`config.mk`:
```
export PLATFORM = sky130hd
export DESIGN_NAME = sorted_stack_engine_top
export DESIGN_NICKNAME = d
export VERILOG_FILES = /design/src/hdl/sse_pkg.sv /design/src/hdl/sse_ram.sv /design/src/hdl/sorted_stack_engine_top.sv
export SDC_FILE = /design/constraint.sdc
export NUM_CORES = 2
export LEC_CHECK = 0
export BUFFER_PORTS_ARGS = -buffer_cell sky130_fd_sc_hd__buf_4
export CAP_MARGIN = 20
export CORE_MARGIN = 2
export CORE_UTILIZATION = 45
export CTS_CLUSTER_SIZE = 10
export DETAILED_ROUTE_END_ITERATION = 8
export MAX_ROUTING_LAYER = met4
export SLEW_MARGIN = 20
export SYNTH_ARGS = -nofsm -noshare
export SYNTH_HDL_FRONTEND = slang
export SYNTH_SLANG_ARGS = --single-unit
```
`constraint.sdc`:
```
create_clock -name clk -period 5.75 [get_ports clk]
set_input_delay 0.2875 -clock clk [delete_from_list [all_inputs] [get_ports clk]]
set_output_delay 0.2875 -clock clk [all_outputs]
set_load 0.1 [all_outputs]
```
`src/hdl/sse_pkg.sv`:
```
// Package for the sorted stack engine: command codes, status codes, field widths.
// Depends on nothing; used by the top module, the checker and the testbench, not by sse_ram.
package sse_pkg;
  localparam logic [2:0] OP_PUSH   = 3'd0;
  localparam logic [2:0] OP_POP    = 3'd1;
  localparam logic [2:0] OP_INSERT = 3'd2;
  localparam logic [2:0] OP_SEARCH = 3'd3;
  localparam logic [2:0] OP_MIN    = 3'd4;
  localparam logic [2:0] OP_SIZE   = 3'd5;
  localparam logic [2:0] OP_SORT   = 3'd6;
  localparam logic [2:0] OP_SPARE  = 3'd7; // unused: no change, status ok, value zero

  localparam logic [1:0] ST_OK    = 2'd0;
  localparam logic [1:0] ST_FULL  = 2'd1;
  localparam logic [1:0] ST_EMPTY = 2'd2;

  localparam int VAL_W = 32;
  localparam int CNT_W = 7;

  typedef logic signed [VAL_W-1:0] word_t;
endpackage

```
`src/hdl/sse_ram.sv`:
```
// Generic simple dual-port RAM with registered read, one write port.
// Depends on nothing.
module sse_ram #(
  parameter int WIDTH = 32,
  parameter int DEPTH = 64
) (
  input  logic                     clk,
  input  logic                     we,
  input  logic [$clog2(DEPTH)-1:0] waddr,
  input  logic [WIDTH-1:0]         wdata,
  input  logic [$clog2(DEPTH)-1:0] raddr,
  output logic [WIDTH-1:0]         rdata
);
  logic [WIDTH-1:0] mem [DEPTH];

  // Write and read, read data registered
  always_ff @(posedge clk) begin
    if (we) begin
      mem[waddr] <= wdata;
    end
    rdata <= mem[raddr];
  end
endmodule

```
`src/hdl/sorted_stack_engine_top.sv`:
```
// Sorted stack engine: bounded stack of signed words under one command per input word.
// Push, size and a failed command go straight to the result; pop reads the top entry;
// search and minimum walk the entries; sorted insert and sort shift entries as they walk.
// busy holds from acceptance to the end of the strobe; a new word is taken after it.
// rst_n (synchronous) clears count and sequencer; RAM contents are left undefined.
// The receiver cannot stall: out_valid lasts one cycle.
module sorted_stack_engine_top
  import sse_pkg::*;
#(
  parameter int STACK_DEPTH = 64
) (
  input  logic                    clk,
  input  logic                    rst_n,
  input  logic                    start,
  output logic                    busy,
  input  logic [2:0]              in_opcode,
  input  logic signed [VAL_W-1:0] in_operand_value,
  output logic                    out_valid,
  output logic [1:0]              out_status,
  output logic signed [VAL_W-1:0] out_result_value,
  output logic [CNT_W-1:0]        out_entry_count
);
  localparam int AW = $clog2(STACK_DEPTH);
  localparam int NW = $clog2(STACK_DEPTH + 1);
  localparam logic [NW-1:0] DEPTH_N = NW'(STACK_DEPTH);

  localparam logic [2:0] S_IDLE  = 3'd0;
  localparam logic [2:0] S_RD    = 3'd1; // read issued, wait for data
  localparam logic [2:0] S_EVAL  = 3'd2; // compare with read data
  localparam logic [2:0] S_DONE  = 3'd3;
  localparam logic [2:0] S_SKEY  = 3'd4; // sort: key read wait
  localparam logic [2:0] S_SKEYD = 3'd5; // insert, sort: key written at p

  logic [2:0]    state_r, state_nxt;
  logic [2:0]    op_r, op_nxt;
  word_t         val_r, val_nxt;
  word_t         acc_r, acc_nxt;
  logic [NW-1:0] cnt_r, cnt_nxt;
  logic [NW-1:0] p_r, p_nxt;    // walk pointer (index+1 of entry being read)
  logic [NW-1:0] i_r, i_nxt;    // sort outer index
  logic [1:0]    st_r, st_nxt;
  logic          ov_r, ov_nxt;
  logic          srch_hit_r, srch_hit_nxt;

  logic          we;
  logic [AW-1:0] waddr, raddr;
  word_t         wdata, rdata;
  logic          cmp_lt, cmp_eq;
  word_t         cmp_ref;

  sse_ram #(.WIDTH(VAL_W), .DEPTH(STACK_DEPTH)) u_ram (
    .clk(clk), .we(we), .waddr(waddr), .wdata(wdata), .raddr(raddr), .rdata(rdata)
  );

  // Shared comparator: stored word against the reference word
  assign cmp_ref = (op_r == OP_MIN) ? acc_r : val_r;
  assign cmp_lt  = rdata < cmp_ref;
  assign cmp_eq  = rdata == cmp_ref;

  // Sequencer
  always_comb begin
    state_nxt = state_r; op_nxt = op_r; val_nxt = val_r; acc_nxt = acc_r;
    cnt_nxt = cnt_r; p_nxt = p_r; i_nxt = i_r; st_nxt = st_r; ov_nxt = 1'b0;
    srch_hit_nxt = srch_hit_r;
    we = 1'b0; waddr = '0; wdata = val_r; raddr = AW'(p_r - NW'(1));
    case (state_r)
      S_IDLE: begin
        if (start && !busy) begin
          op_nxt = in_opcode; val_nxt = in_operand_value; acc_nxt = '0;
          st_nxt = ST_OK; p_nxt = cnt_r; srch_hit_nxt = 1'b0;
          raddr = AW'(cnt_r - NW'(1));
          state_nxt = S_DONE;
          case (in_opcode)
            OP_PUSH, OP_INSERT: begin
              if (cnt_r == DEPTH_N) st_nxt = ST_FULL;
              else if (in_opcode == OP_PUSH) begin
                we = 1'b1; waddr = AW'(cnt_r); wdata = in_operand_value;
                cnt_nxt = cnt_r + NW'(1);
              end else if (cnt_r == '0) begin
                we = 1'b1; waddr = '0; wdata = in_operand_value;
                cnt_nxt = NW'(1);
              end else state_nxt = S_RD;
            end
            OP_POP, OP_MIN, OP_SORT: begin
              if (cnt_r == '0) st_nxt = ST_EMPTY;
              else if (in_opcode == OP_SORT) begin
                if (cnt_r != NW'(1)) begin
                  i_nxt = NW'(1); raddr = AW'(1); state_nxt = S_SKEY;
                end
              end else begin
                if (in_opcode == OP_MIN) raddr = '0;
                state_nxt = S_RD;
                p_nxt = (in_opcode == OP_MIN) ? NW'(1) : cnt_r;
              end
            end
            OP_SEARCH: if (cnt_r != '0) state_nxt = S_RD;
            OP_SIZE: acc_nxt = VAL_W'(cnt_r);
            default: ;
          endcase
        end
      end
      S_RD: state_nxt = S_EVAL;
      S_EVAL: begin
        case (op_r)
          OP_POP: begin
            acc_nxt = rdata; cnt_nxt = cnt_r - NW'(1); state_nxt = S_DONE;
          end
          OP_MIN: begin
            if (p_r == NW'(1) || cmp_lt) acc_nxt = rdata;
            if (p_r == cnt_r) state_nxt = S_DONE;
            else begin
              p_nxt = p_r + NW'(1); raddr = AW'(p_r); state_nxt = S_RD;
            end
          end
          OP_SEARCH: begin
            if (cmp_eq) begin
              acc_nxt = VAL_W'(cnt_r - p_r + NW'(1)); state_nxt = S_DONE;
            end else if (p_r == NW'(1)) state_nxt = S_DONE;
            else begin
              p_nxt = p_r - NW'(1); raddr = AW'(p_r - NW'(2)); state_nxt = S_RD;
            end
          end
          OP_INSERT, OP_SORT: begin
            if (cmp_lt) begin
              // Shift the smaller entry up one place
              we = 1'b1; waddr = AW'(p_r); wdata = rdata;
              if (p_r == NW'(1)) begin
                // Bottom reached: drop the key in at entry zero next cycle
                p_nxt = '0; srch_hit_nxt = 1'b0; state_nxt = S_SKEYD;
              end else begin
                p_nxt = p_r - NW'(1); raddr = AW'(p_r - NW'(2)); state_nxt = S_RD;
              end
            end else begin
              // Drop the key in above the first entry not below it
              we = 1'b1; waddr = AW'(p_r); wdata = val_r;
              srch_hit_nxt = 1'b1;
              if (op_r == OP_INSERT) begin
                cnt_nxt = cnt_r + NW'(1); state_nxt = S_DONE;
              end else state_nxt = S_SKEYD;
            end
          end
          default: state_nxt = S_DONE;
        endcase
      end
      S_SKEYD: begin
        // Write the key at p unless it was already placed
        if (!srch_hit_r) begin
          we = 1'b1; waddr = AW'(p_r); wdata = val_r;
        end
        if (op_r == OP_INSERT) begin
          cnt_nxt = cnt_r + NW'(1); state_nxt = S_DONE;
        end else if (i_r + NW'(1) == cnt_r) state_nxt = S_DONE;
        else begin
          i_nxt = i_r + NW'(1); raddr = AW'(i_r + NW'(1)); state_nxt = S_SKEY;
        end
      end
      S_SKEY: begin
        // Latch the key, then walk down from i-1
        val_nxt = rdata;
        p_nxt = i_r; raddr = AW'(i_r - NW'(1));
        state_nxt = S_RD;
      end
      S_DONE: begin
        ov_nxt = 1'b1; state_nxt = S_IDLE;
      end
      default: state_nxt = S_IDLE;
    endcase
  end

  always_ff @(posedge clk) begin
    if (!rst_n) begin
      state_r <= S_IDLE; cnt_r <= '0; ov_r <= 1'b0;
    end else begin
      state_r <= state_nxt; cnt_r <= cnt_nxt; ov_r <= ov_nxt;
    end
    op_r <= op_nxt; val_r <= val_nxt; acc_r <= acc_nxt; p_r <= p_nxt;
    i_r <= i_nxt; st_r <= st_nxt; srch_hit_r <= srch_hit_nxt;
  end

  assign busy             = (state_r != S_IDLE) || ov_r;
  assign out_valid        = ov_r;
  assign out_status       = st_r;
  assign out_result_value = acc_r;
  assign out_entry_count  = CNT_W'(cnt_r);

  // Count never exceeds depth
  a_cnt: assert property (@(posedge clk) disable iff (!rst_n) cnt_r <= DEPTH_N)
    else $error("count beyond depth");
  // A result strobe is never followed directly by another
  a_one: assert property (@(posedge clk) disable iff (!rst_n) ov_r |=> !ov_r)
    else $error("double result");
  // Failed commands give zero value
  a_fail: assert property (@(posedge clk) disable iff (!rst_n)
    (ov_r && st_r != ST_OK) |-> acc_r == '0) else $error("failed result nonzero");
endmodule

```
==> flow_metrics.env <==
export IMPL_status="complete, no violations"
export IMPL_core_um2=197000
export IMPL_hold_violations=0
export IMPL_grt_overflow=0
export IMPL_dominantRegCellSynth="edfxtp_1"
export IMPL_slew_headroom_pct=28.5
export IMPL_vias=57500
export IMPL_rows=163
export IMPL_crit_type="reg2reg"
export IMPL_synth_warnings=0
export IMPL_reg2reg_slack_ps=80
export IMPL_syn_area_um2=88900
export IMPL_holdCritPathClass="in2reg"
export IMPL_max_freq_ghz=0.176
export IMPL_initial_core_util_pct=45.2
export IMPL_synthesis_nets=6174
export IMPL_slew_viol_final=0
export IMPL_required_ps=6570
export IMPL_drtIter0Drc=7580
export IMPL_antenna_found_initial=10
export IMPL_cts_buffer_depth=3
export IMPL_arrival_ps=6490
export IMPL_fillers=15800
export IMPL_dieArea_um2=201000
export IMPL_route_antenna_remaining_nets=0
export IMPL_yosys_area_top_type_share_pct=72.0
export IMPL_rr_worst_depth=22
export IMPL_post_route_drc_count=0
export IMPL_numClockSinks=2175
export IMPL_grt_pass1_vias=55300
export IMPL_grt_max_degree=112
export IMPL_wl_per_cell_um=30.2
export IMPL_async_flop_share_pct=0
export IMPL_setup_viol=0
export IMPL_area_delta_synth_final_pct=17.5
export IMPL_syn_avg_cell_area_um2=14.6
export IMPL_clk_latency_ps=890
export IMPL_nets=6648
export IMPL_startpoint_type="register"
export IMPL_drive_gt1_share_pct=18.0
export IMPL_port_buffer_count=80
export IMPL_synth_cells=6083
export IMPL_tightest_slew_ps=1070
export IMPL_synth_edf_count=2132
export IMPL_via_per_inst=6.16
export IMPL_rr_endpoint="u_ram.rdata[28]"
export IMPL_worstSetupStartpoint="op_r[0]"
export IMPL_period_needed_ps=5670
export IMPL_crit_end="u_ram.rdata[28]"
export IMPL_wirelength_um=282000
export IMPL_end_kind="register"
export IMPL_clk_pin_slew_ps=80
export IMPL_finClkSkew_ps=53.7
export IMPL_min_delay_start="in_opcode[0]"
export IMPL_grt_pass1_wl_um=404000
export IMPL_synth_most_common_cell="edfxtp_1"
export IMPL_period_share_pct=98.6
export IMPL_synth_seq_cells=2175
export IMPL_cts_buffers=239
export IMPL_root_buffer="clkbuf_16"
export IMPL_yosysSeqAreaShare_pct=73.0
export IMPL_fin_setup_tns_ps=0
export IMPL_drtPass1Iterations=6
export IMPL_worst_path_max_fanout=29
export IMPL_die_h_um=449
export IMPL_drv_cap=0
export IMPL_synthDistinctLibCells=83
export IMPL_synth_top_area_cell="edfxtp_1"
export IMPL_hpwl_um=170000
export IMPL_synthTopCellsByCount="2132 x edfxtp_1, 1143 x nand2_1, 377 x nand3_1, 250 x clkbuf_1, 193 x nor2_1"
export IMPL_cts_max_level=4
export IMPL_io_pins=81
export IMPL_die_w_um=449
export IMPL_timing_rr_start="op_r[0]"
export IMPL_cts_tree="done"
export IMPL_synthTopCellsByArea="edfxtp_1 72%, nand2_1 4.8%, mux4_2 3.1%, nand3_1 2.1%, mux2i_1 2.0%"
export IMPL_grtUsageTotal_pct=28.5
export IMPL_gp_congestion=0.932
[per-layer routing]
layer	share of wire, %	global-route usage (%)
met1	41	40.2
met2	45	41.5
met3	11	5.94
met4	3.2	8.97
met5	0	-
[timing repair]
action,4_1_cts,5_1_grt
pin swaps,5,8
cloned,1,0
setup endpoints to repair,4,26
hold buffers,37,0
setup buffers,12,5
gates resized for setup,6,8
endpoints found under the hold margin,48,0
[placed cells by master, fill, tap and decap left out, types with 27 or more instances in the layout]
| master | instances |
|---|---|
| mux2_2 | 69 |
| a211o_1 | 34 |
| nor2_1 | 114 |
| clkbuf_16 | 242 |
| a32oi_1 | 39 |
| buf_4 | 493 |
| ha_1 | 52 |
| a31oi_1 | 138 |
| mux2i_1 | 176 |
| a31o_1 | 29 |
| and3_1 | 152 |
| buf_12 | 108 |
| nor2_4 | 72 |
| dlygate4sd3_1 | 37 |
| a21oi_1 | 146 |
| a22oi_1 | 101 |
| a311oi_1 | 59 |
| nand4_1 | 49 |
| o21ai_0 | 73 |
| clkbuf_1 | 105 |
| nand2_1 | 1141 |
| nand3_1 | 373 |
| a211oi_1 | 142 |
| xnor2_1 | 27 |
| mux4_2 | 124 |
| edfxtp_1 | 2132 |
| dfxtp_1 | 42 |
| o22ai_1 | 112 |
[how the worst min path moves through the flow]
stage | endpoint | cells after the start | slack, ps
after CTS | op_r[0] | 2 | 170
after detailed placement | op_r[0] | 1 | 570
after global routing | op_r[2] | 2 | 220
final | op_r[0] | 2 | 230
after floorplan | op_r[0] | 0 | 390
after global placement | op_r[0] | 1 | 570
[cell families (layout without fill, tap and decap cells)]
group | Yosys count | after routing | synth area share, %
flip-flops | 2175 | 2175 | 73.0
AND/OR/NAND/NOR | 2018 | 2018 | 9.95
AO/OA/AOI/OAI | 989 | 989 | 7.65
buffers and inverters | 431 | 1033 | 2.16
multiplexers | 371 | 371 | 6.02
adder cells (fa/ha/maj) | 53 | 53 | 0.754
XOR/XNOR | 46 | 46 | 0.499
other | 0 | 10 | 0
[worst max-delay path: stages, from the launching register on]
cell and delay (ps):
edfxtp_1 440, nor3b_4 300, buf_4 190, buf_16 180
mux2i_1 110, ha_1 310, nand4_1 160, buf_4 180
nor3_1 200, a211oi_2 130, buf_4 160, or2_2 310
o21ai_4 110, mux2i_4 380, and2_4 360, buf_12 270
buf_12 220, nand2_1 80, nand3_1 100, nand3_1 130
a211oi_1 810, buf_4 280, a211o_1 100
[flip-flops by register name, summed over array words and instances (netlist names)]
name              cells
out_valid             1
p_r                   7
out_result_value     32
i_r                   7
state_r               3
u_ram.rdata          32
out_entry_count       7
srch_hit_r            1
out_status            2
u_ram.mem          2048
val_r                32
op_r                  3
[metrics by stage]
step	hold WS [ps]	util [%]	area, um^2	instances	setup WS [ps]
after floorplan	386	-	89000	6083	-284
after global placement	572	49.3	97100	8901	-239
after detailed placement	569	49.3	97100	8902	-281
after CTS	165	53.1	104000	9321	13.1
after global routing	223	53.1	105000	9332	-29.2
final	231	53.1	105000	9335	78.6
[final cells by class]
| class | count | area [um^2] | share of cell area, % |
|---|---|---|---|
| well taps | 2640 | 3300 | 3.16 |
| repair buffers | 640 | 6280 | 6.01 |
| inverters | 24 | 90.1 | 0.0862 |
| clock buffers | 350 | 6490 | 6.21 |
| multi-input cells | 3477 | 23100 | 22.1 |
| clock inverters | 19 | 318 | 0.304 |
| diodes | 10 | 25.0 | 0.0239 |
| flip-flops and latches | 2175 | 64900 | 62.1 |
Power is not shown: default switching activity piles up to over one toggle a cycle in this logic, so the estimate is an artifact.
